**src/rtl/rgb_integrate_and_fire_spiker_unit_assert.svh**
```systemverilog
// ----------------------------------------------------------------------------
// Assertion macros for the integrate-and-fire spiker unit
// Clocked implication checks, held off while reset is active.
// ----------------------------------------------------------------------------
`ifndef RGB_INTEGRATE_AND_FIRE_SPIKER_UNIT_ASSERT_SVH
`define RGB_INTEGRATE_AND_FIRE_SPIKER_UNIT_ASSERT_SVH

// The consequent must hold in the same cycle as the antecedent.
`define RGBIF_ASSERT_IMP(label, ante, cons) \
    label: assert property (@(posedge i_clk) disable iff (!i_rst_n) (ante) |-> (cons)) \
        else $error("rgbif assertion failed");

// The consequent must hold in the cycle after the antecedent.
`define RGBIF_ASSERT_NXT(label, ante, cons) \
    label: assert property (@(posedge i_clk) disable iff (!i_rst_n) (ante) |=> (cons)) \
        else $error("rgbif assertion failed");

`endif

```
**src/rtl/rgbif_pkg.sv**
```systemverilog
// ----------------------------------------------------------------------------
// rgbif_pkg
// Shared types and constants of the integrate-and-fire spiker unit.
// ----------------------------------------------------------------------------
`default_nettype none

package rgbif_pkg;

    // Default sizes, overridable at the top level.
    localparam int NUM_CELLS_DEF  = 4096;
    localparam int LEVEL_BITS_DEF = 32;

    // Fixed field widths.
    localparam int CELL_W   = 12;
    localparam int SAMPLE_W = 8;
    localparam int WEIGHT_W = 8;
    localparam int PROD_W   = SAMPLE_W + WEIGHT_W;
    localparam int THRESH_W = 31;
    localparam int NUM_CH   = 3;

    // Request codes.
    localparam logic REQ_ACCUM = 1'b0;
    localparam logic REQ_FIRE  = 1'b1;

    // Configuration register indexes.
    localparam logic CFG_FIRE_THRESHOLD = 1'b0;
    localparam logic CFG_KEEP_RESIDUAL  = 1'b1;

    // Configuration reset values.
    localparam logic [THRESH_W-1:0] THRESH_RST = THRESH_W'(1024);
    localparam logic                KEEP_RST   = 1'b1;

    typedef enum logic [2:0] {
        S_CLEAR = 3'b001,
        S_IDLE  = 3'b010,
        S_EXEC  = 3'b100
    } t_state;

    // Commands from the controller to the datapath.
    typedef struct packed {
        logic clear;    // write zero to the entry under the sweep counter
        logic capture;  // take an input beat and read its cell
        logic exec;     // update the cell and load a fire result
    } t_dp_cmd;

    // Status from the datapath to the controller.
    typedef struct packed {
        logic clear_last;  // sweep counter at the last entry
        logic req_fire;    // the captured beat is a fire query
        logic out_block;   // result register full and not being drained
    } t_dp_status;

endpackage

`default_nettype wire

```
**src/rtl/rgbif_ctrl.sv**
```systemverilog
// ----------------------------------------------------------------------------
// rgbif_ctrl
// Controller: clearing sweep after reset, then capture and execute of
// one beat at a time.
// ----------------------------------------------------------------------------
`default_nettype none

`include "rgb_integrate_and_fire_spiker_unit_assert.svh"

module rgbif_ctrl
    import rgbif_pkg::*;
(
    input  wire logic       i_clk,
    input  wire logic       i_rst_n,
    input  wire logic       i_valid,
    output logic            o_ready,
    output t_dp_cmd         o_cmd,
    input  wire t_dp_status i_status
);

    t_state r_state;
    t_state n_state;

    always_ff @(posedge i_clk) begin
        if (!i_rst_n) begin
            r_state <= S_CLEAR;
        end else begin
            r_state <= n_state;
        end
    end

    always_comb begin
        n_state = r_state;
        o_cmd   = '0;
        unique case (r_state)
            S_CLEAR: begin
                o_cmd.clear = 1'b1;
                if (i_status.clear_last) begin
                    n_state = S_IDLE;
                end
            end
            S_IDLE: begin
                if (i_valid) begin
                    o_cmd.capture = 1'b1;
                    n_state       = S_EXEC;
                end
            end
            S_EXEC: begin
                // A fire result waits until the result register is free.
                if (!(i_status.req_fire && i_status.out_block)) begin
                    o_cmd.exec = 1'b1;
                    n_state    = S_IDLE;
                end
            end
            default: begin
                n_state = S_CLEAR;
            end
        endcase
    end

    assign o_ready = r_state == S_IDLE;

    `RGBIF_ASSERT_NXT(a_capture_then_exec, o_cmd.capture, r_state == S_EXEC)
    `RGBIF_ASSERT_IMP(a_no_result_overwrite,
        r_state == S_EXEC && i_status.req_fire && i_status.out_block, !o_cmd.exec)
    `RGBIF_ASSERT_IMP(a_clear_exclusive, o_cmd.clear, !o_ready && !o_cmd.exec)
    `RGBIF_ASSERT_NXT(a_exec_then_ready, o_cmd.exec, o_ready)

endmodule

`default_nettype wire

```
**config.mk**
```make
export PLATFORM = sky130hd
export DESIGN_NAME = rgbif_ctrl
export DESIGN_NICKNAME = d
export VERILOG_FILES = /design/src/rtl/rgbif_pkg.sv /design/src/rtl/rgbif_ctrl.sv
export VERILOG_INCLUDE_DIRS = /design/src /design/src/rtl
export SDC_FILE = /design/constraint.sdc
export NUM_CORES = 1
export LEC_CHECK = 0
export ABC_AREA = 0
export BUFFER_PORTS_ARGS = -buffer_cell sky130_fd_sc_hd__buf_2
export CAP_MARGIN = 30
export CORE_AREA = 2 2 39 41
export DETAILED_ROUTE_END_ITERATION = 10
export DIE_AREA = 0 0 41 43
export SLEW_MARGIN = 10
export SYNTH_ARGS = -nofsm -noshare
export SYNTH_HDL_FRONTEND = slang
export SYNTH_SLANG_ARGS = --single-unit
```
**constraint.sdc**
```tcl
create_clock -name i_clk -period 3.1 [get_ports i_clk]
set_input_delay 0.155 -clock i_clk [delete_from_list [all_inputs] [get_ports i_clk]]
set_output_delay 0.155 -clock i_clk [all_outputs]
set_load 0.03 [all_outputs]
```
==> impl_metrics.py, run 1 <==
metrics = {
    "grt": {
        "antenna_found_initial": 0,
        "grt_pass1_wl_um": 517,
        "globalRouteMet1Util_pct": 4.18,
        "use_met3_pct": 3.14,
        "grt_max_degree": 9,
        "grt_pass1_vias": 157,
        "grt_usage_pct": 5.12,
        "top_usage_layer": "met4",
        "grt.overflow.total": 0,
        "gr-usage-met2_pct": 6.25,
    },
    "critical_path": {
        "arrival_ns": 1.26,
        "end_kind": "output port",
        "start_kind": "flop",
        "regToRegEndpoint": "r_state[1]$_SDFFE_PN0P_",
        "worstPathRequired_ns": 2.94,
        "crit_fanout": 4,
        "crit_type": "reg -> out",
        "reg2reg_slack_ns": 2.05,
        "worst-r2r-cell-count": 3,
        "r2r-start": "r_state[1]$_SDFFE_PN0P_",
    },
    "yosys": {
        "synth_top_cell_by_area": "dfxtp_1",
        "synth_mux_area_share_pct": 0,
        "synthAdderAreaFrac_pct": 0,
        "synth-xor-area-share_pct": 0,
        "netlist_instances": 21,
        "synth_area_sq_um": 169,
        "synth_area_per_cell_sq_um": 8.04,
        "synth_top_area_share_pct": 35.6,
        "synth_seq_area_share_pct": 35.6,
        "synth-compound-area-share_pct": 23.0,
        "synthDistinctLibCells": 15,
        "yosys.area_share.simple_pct": 37.0,
        "synth_area_leaders": "dfxtp_1 (36%), nand2b_1 (7.4%), nor3b_2 (7.4%)",
        "yosys_warnings": 0,
        "ys_seq_elements": 3,
        "synth_top_family_by_area": "simple AND/OR/NAND/NOR gates",
        "synth_nets": 27,
    },
    "drt": {
        "viasPerCell": 3.72,
        "wl_per_cell_um": 8.14,
        "wl_um": 407,
        "ant_nets": 0,
        "drtPass1Iterations": 2,
        "vias": 186,
        "drt_iter0_markers": 1,
        "drcViolationCount": 0,
    },
    "worst_hold_path": {
        "hold_depth": 2,
        "hold_class": "in -> reg",
        "holdPathEnd": "r_state[0]$_SDFFE_PN1P_",
        "holdCritStartpoint": "i_rst_n",
    },
    "timing": {
        "tns_ns": 0,
        "slew_viol_final": 0,
        "skew_ns": 0.000479,
        "rsz0062_at_grt": "false",
        "fmax_mhz": 708,
        "setup_violations": 0,
        "period_minus_slack_ns": 1.41,
        "finalHoldViolCount": 0,
        "period_share_pct": 45.5,
        "relSlewSlack_pct": 83.4,
        "tightestPinTransition_ns": 0.247,
    },
    "clock_network": {
        "cts_buffer_depth": 2,
        "postCtsHoldBufs": 0,
        "root_buffer": "clkbuf_4",
        "cts.sinks": 3,
        "cts_tree": "built",
        "h-tree-depth": 1,
        "clkLatencyLatePin_ns": 0.23,
        "numCtsBuffers": 3,
        "cts-resized-gates": 0,
        "cts_setup_buffers": 0,
        "path_clk_slew_ns": 0.03,
    },
    "power_and_ir_drop": {
        "p_leak_nw": 0.126,
        "powerDensity_nw_per_um2": 517,
        "total_power_mw": 0.135,
        "ir_drop_mv": 0.0888,
    },
    "die": {
        "die-area_sq_um": 1760,
        "die_y_um": 43,
        "io_pins": 10,
        "start_util_pct": 12.2,
        "rows": 14,
        "fp.coreArea_sq_um": 1380,
        "die_w_um": 41,
    },
    "cells_and_area": {
        "largest_registers": "r_state: 3 flops",
        "largest-register": "r_state",
        "largest_reg_flops": 3,
        "nNetsFinal": 41,
        "area_delta_synth_final_pct": 54.1,
        "drive_above_1_share_pct": 38.2,
        "antenna_cells": 0,
    },
    "status": {
        "status": "finished, final reports clean",
    },
    "placed_design": {
        "gp_congestion": 0.580,
        "hpwl_um": 314,
        "port_buffers": 9,
    },
    "run": {
        "cap_violations": 0,
    },
}
==> synthesized netlist by cell type, drive strengths merged <==
cell type,instances
nor3b,1
nor3,1
o22ai,1
nand2,1
o311a,1
a21oi,2
nor2b,1
inv,2
and3b,1
o31ai,1
and2,1
dfxtp,3
o21ai,1
nand2b,2
nor2,2
==> layout make-up <==
type,instances,area (sq um)
Timing Repair Buffer,9,45.0
Clock buffer,4,26.3
Tap cell,16,20.0
Fill cell,158,1120
Sequential cell,3,60.1
Multi-Input combinational cell,16,101
Inverter,2,7.51
==> how the worst max path moves through the flow <==
stage | cells after the start | end | start
2_1_floorplan | 2 | o_cmd[1] | r_state[2]$_SDFFE_PN0P_
3_3_place_gp | 4 | o_cmd[0] | r_state[1]$_SDFFE_PN0P_
3_5_place_dp | 4 | o_cmd[0] | r_state[1]$_SDFFE_PN0P_
4_1_cts | 4 | o_cmd[0] | r_state[1]$_SDFFE_PN0P_
5_1_grt | 4 | o_cmd[0] | r_state[1]$_SDFFE_PN0P_
6_report | 4 | o_cmd[0] | r_state[1]$_SDFFE_PN0P_
==> placed cells by master (no fill, tap or decap) <==
master,Yosys,final
a21oi_1,2,2
buf_2,0,9
o311a_1,1,1
and2_0,1,1
nor3b_2,1,1
o31ai_1,1,1
nand2b_1,2,2
clkbuf_1,0,1
o21ai_1,1,1
nand2_1,1,1
nor3_1,1,1
o22ai_1,1,1
inv_1,2,2
nor2b_1,1,1
clkbuf_4,0,3
nor2_1,2,2
and3b_1,1,1
dfxtp_1,3,3
==> routing by layer <==
metal	part of all wire (%)	vias up
met1	42	78
met3	11	0
met2	47	8
met4	0	0
li1	-	100
met5	0	-
==> critical path: stages, from the launching register on <==
cell      delay (ns)
dfxtp_1         0.33
nand2b_1        0.18
a21oi_1         0.18
nor2b_1         0.15
buf_2           0.20
==> logic make-up after synthesis <==
kind of cell           count (synthesis)
AND/OR/NAND/NOR                       10
buffers and inverters                  2
AO/OA/AOI/OAI                          6
flip-flops                             3
==> through the flow <==
stage	hold WS, ns	utilization [%]	cell area (sq um)	cells	worst slack [ns]
after CTS	0.131	18.8	260	50	1.67
after global routing	0.161	18.8	260	50	1.62
after floorplan	0.235	-	169	21	1.77
final	0.142	18.8	260	50	1.69
after global placement	0.373	16.9	234	46	1.94
after detailed placement	0.378	16.9	234	46	1.92
==> power breakdown <==
part	internal [mW]	switching, mW
Sequential	0.0414	0.00354
Clock	0.0481	0.0185
Combinational	0.00996	0.0131
Total	0.0995	0.0351
(Power assumes the default switching activity.)
==> run 2: changes to the inputs <==
Clock period 3.1 ns to 1.3 ns, I/O delays scaled along.
==> run 2 against run 1 <==
Clock skew about the same. Sequential cell count unchanged. Critical path depth unchanged. Die area unchanged. Cell count unchanged. Critical endpoint unchanged. Highest routed layer unchanged.
==> impl_metrics.py, run 2 (synthesis results as in run 1) <==
metrics = {
    "grt": {
        "grt_usage_pct": 5.02,
        "grt_pass1_vias": 167,
        "grt.overflow.total": 0,
        "antenna_found_initial": 0,
        "grt_pass1_wl_um": 531,
        "grt_max_degree": 9,
    },
    "drt": {
        "viasPerCell": 3.90,
        "wl_per_cell_um": 8.48,
        "drcViolationCount": 0,
        "ant_nets": 0,
        "vias": 195,
        "wl_um": 424,
        "drt_iter0_markers": 2,
        "drtPass1Iterations": 2,
    },
    "timing": {
        "tightestPinTransition_ns": 0.243,
        "period_share_pct": 93.9,
        "rsz0062_at_grt": "false",
        "finalHoldViolCount": 0,
        "tns_ns": 0,
        "worst_slack_ns": 0.0790,
        "slew_viol_final": 0,
        "period_minus_slack_ns": 1.22,
        "relSlewSlack_pct": 83.6,
        "skew_ns": 0.000867,
        "fmax_mhz": 819,
        "holdWs_ns": 0.0517,
        "setup_violations": 0,
    },
    "status": {
        "status": "finished, final reports clean",
    },
    "critical_path": {
        "cpPeakStageDelay_ns": 0.33,
        "worstPathRequired_ns": 1.24,
        "start_kind": "flop",
        "reg2reg_slack_ns": 0.27,
        "end_kind": "output port",
        "worstPathBufferInverterCount": 1,
        "crit_type": "reg -> out",
        "path_cells": "nand2b_4 -> a21oi_2 -> nor2b_1 -> buf_4",
        "arrival_ns": 1.16,
        "crit_fanout": 4,
        "cp_top_family": "flip-flops",
        "cp_slowest_cell": "dfxtp_1",
    },
    "power_and_ir_drop": {
        "p_leak_nw": 0.129,
        "sw_frac_of_total_pct": 26.2,
        "p_comb_share_pct": 17.8,
        "powerDensity_nw_per_um2": 1180,
        "power_frac_clock_pct": 49.1,
        "pwr-share-seq_pct": 33.1,
        "internal_power_mw": 0.239,
        "p_switching_mw": 0.0848,
        "total_power_mw": 0.324,
        "ir_drop_mv": 0.312,
    },
    "clock_network": {
        "numCtsBuffers": 3,
        "clkLatencyLatePin_ns": 0.23,
        "cts.sinks": 3,
        "path_clk_slew_ns": 0.04,
        "cts_tree": "built",
        "cts_buffer_depth": 2,
        "root_buffer": "clkbuf_4",
        "h-tree-depth": 1,
    },
    "die": {
        "io_pins": 10,
        "die-area_sq_um": 1760,
        "rows": 14,
        "die_w_um": 41,
        "die_y_um": 43,
        "fp.coreArea_sq_um": 1380,
        "start_util_pct": 12.2,
    },
    "run": {
        "cap_violations": 0,
    },
    "cells_and_area": {
        "final_common_cell": "buf_2",
        "mostFrequentLayoutCells": "buf_2 (8), clkbuf_4 (3), nor2_1 (2), inv_1 (2), dfxtp_1 (2)",
        "antenna_cells": 0,
        "largest_registers": "r_state: 3 flops",
        "drive_above_1_share_pct": 47.1,
        "largest-register": "r_state",
        "multi_input_area_sq_um": 113,
        "fillers": 159,
        "seq_area_sq_um": 61.3,
        "nNetsFinal": 41,
        "largest_reg_flops": 3,
        "area_delta_synth_final_pct": 63.0,
        "design_area_sq_um": 275,
    },
    "placed_design": {
        "gp_congestion": 0.584,
        "place_area_sq_um": 234,
        "hpwl_um": 313,
        "port_buffers": 9,
        "dpl_worst_slack_ns": 0.218,
    },
    "worst_hold_path": {
        "hold_class": "in -> reg",
    },
}
[run 2: final timing paths]
path / start / to / cells past startpoint
worst min-delay path: i_rst_n / r_state[0]$_SDFFE_PN1P_ / 2
worst max-delay path: r_state[1]$_SDFFE_PN0P_ / o_cmd[0] / 4
worst max register to register: r_state[2]$_SDFFE_PN0P_ / r_state[1]$_SDFFE_PN0P_ / 3
worst min register to register: r_state[0]$_SDFFE_PN1P_ / r_state[0]$_SDFFE_PN1P_ / 2
[run 2: final cells by class]
cell class	instances	area share, %
multi-input combinational	16	40.9
sequential	3	22.3
timing repair buffer	9	17.3
clock buffer	4	9.55
tap	16	7.27
inverter	2	2.73
[run 2: layer usage]
layer  vias up  GRT usage (%)  routed length, um
met5         -              0                  0
met3         0           3.14                 53
met4         0           6.00                  0
met2         8           7.50                217
li1        102              -                  -
met1        85           3.54                153
[run 2: repair_timing]
item	in CTS	in global routing
gates cloned	0	0
hold buffers	0	0
endpoints found under the setup margin	1	1
resized for setup	2	2
buffers inserted	0	0
[run 2: power by group through the flow]
stage                     combinational (mW)  sequential [mW]  clock (mW)
after floorplan                       0.0369            0.106           0
after global placement                0.0547            0.108           0
after detailed placement              0.0553            0.108           0
after CTS                             0.0563            0.107       0.170
after global routing                  0.0624            0.108       0.169
final                                 0.0576            0.107       0.159
[run 2: stage by stage]
stage | instances | utilization [%]
6_report | 50 | 19.9
5_1_grt | 50 | 19.9
4_1_cts | 50 | 19.3
3_5_place_dp | 46 | 16.9
3_3_place_gp | 46 | 16.9
2_1_floorplan | 21 | -
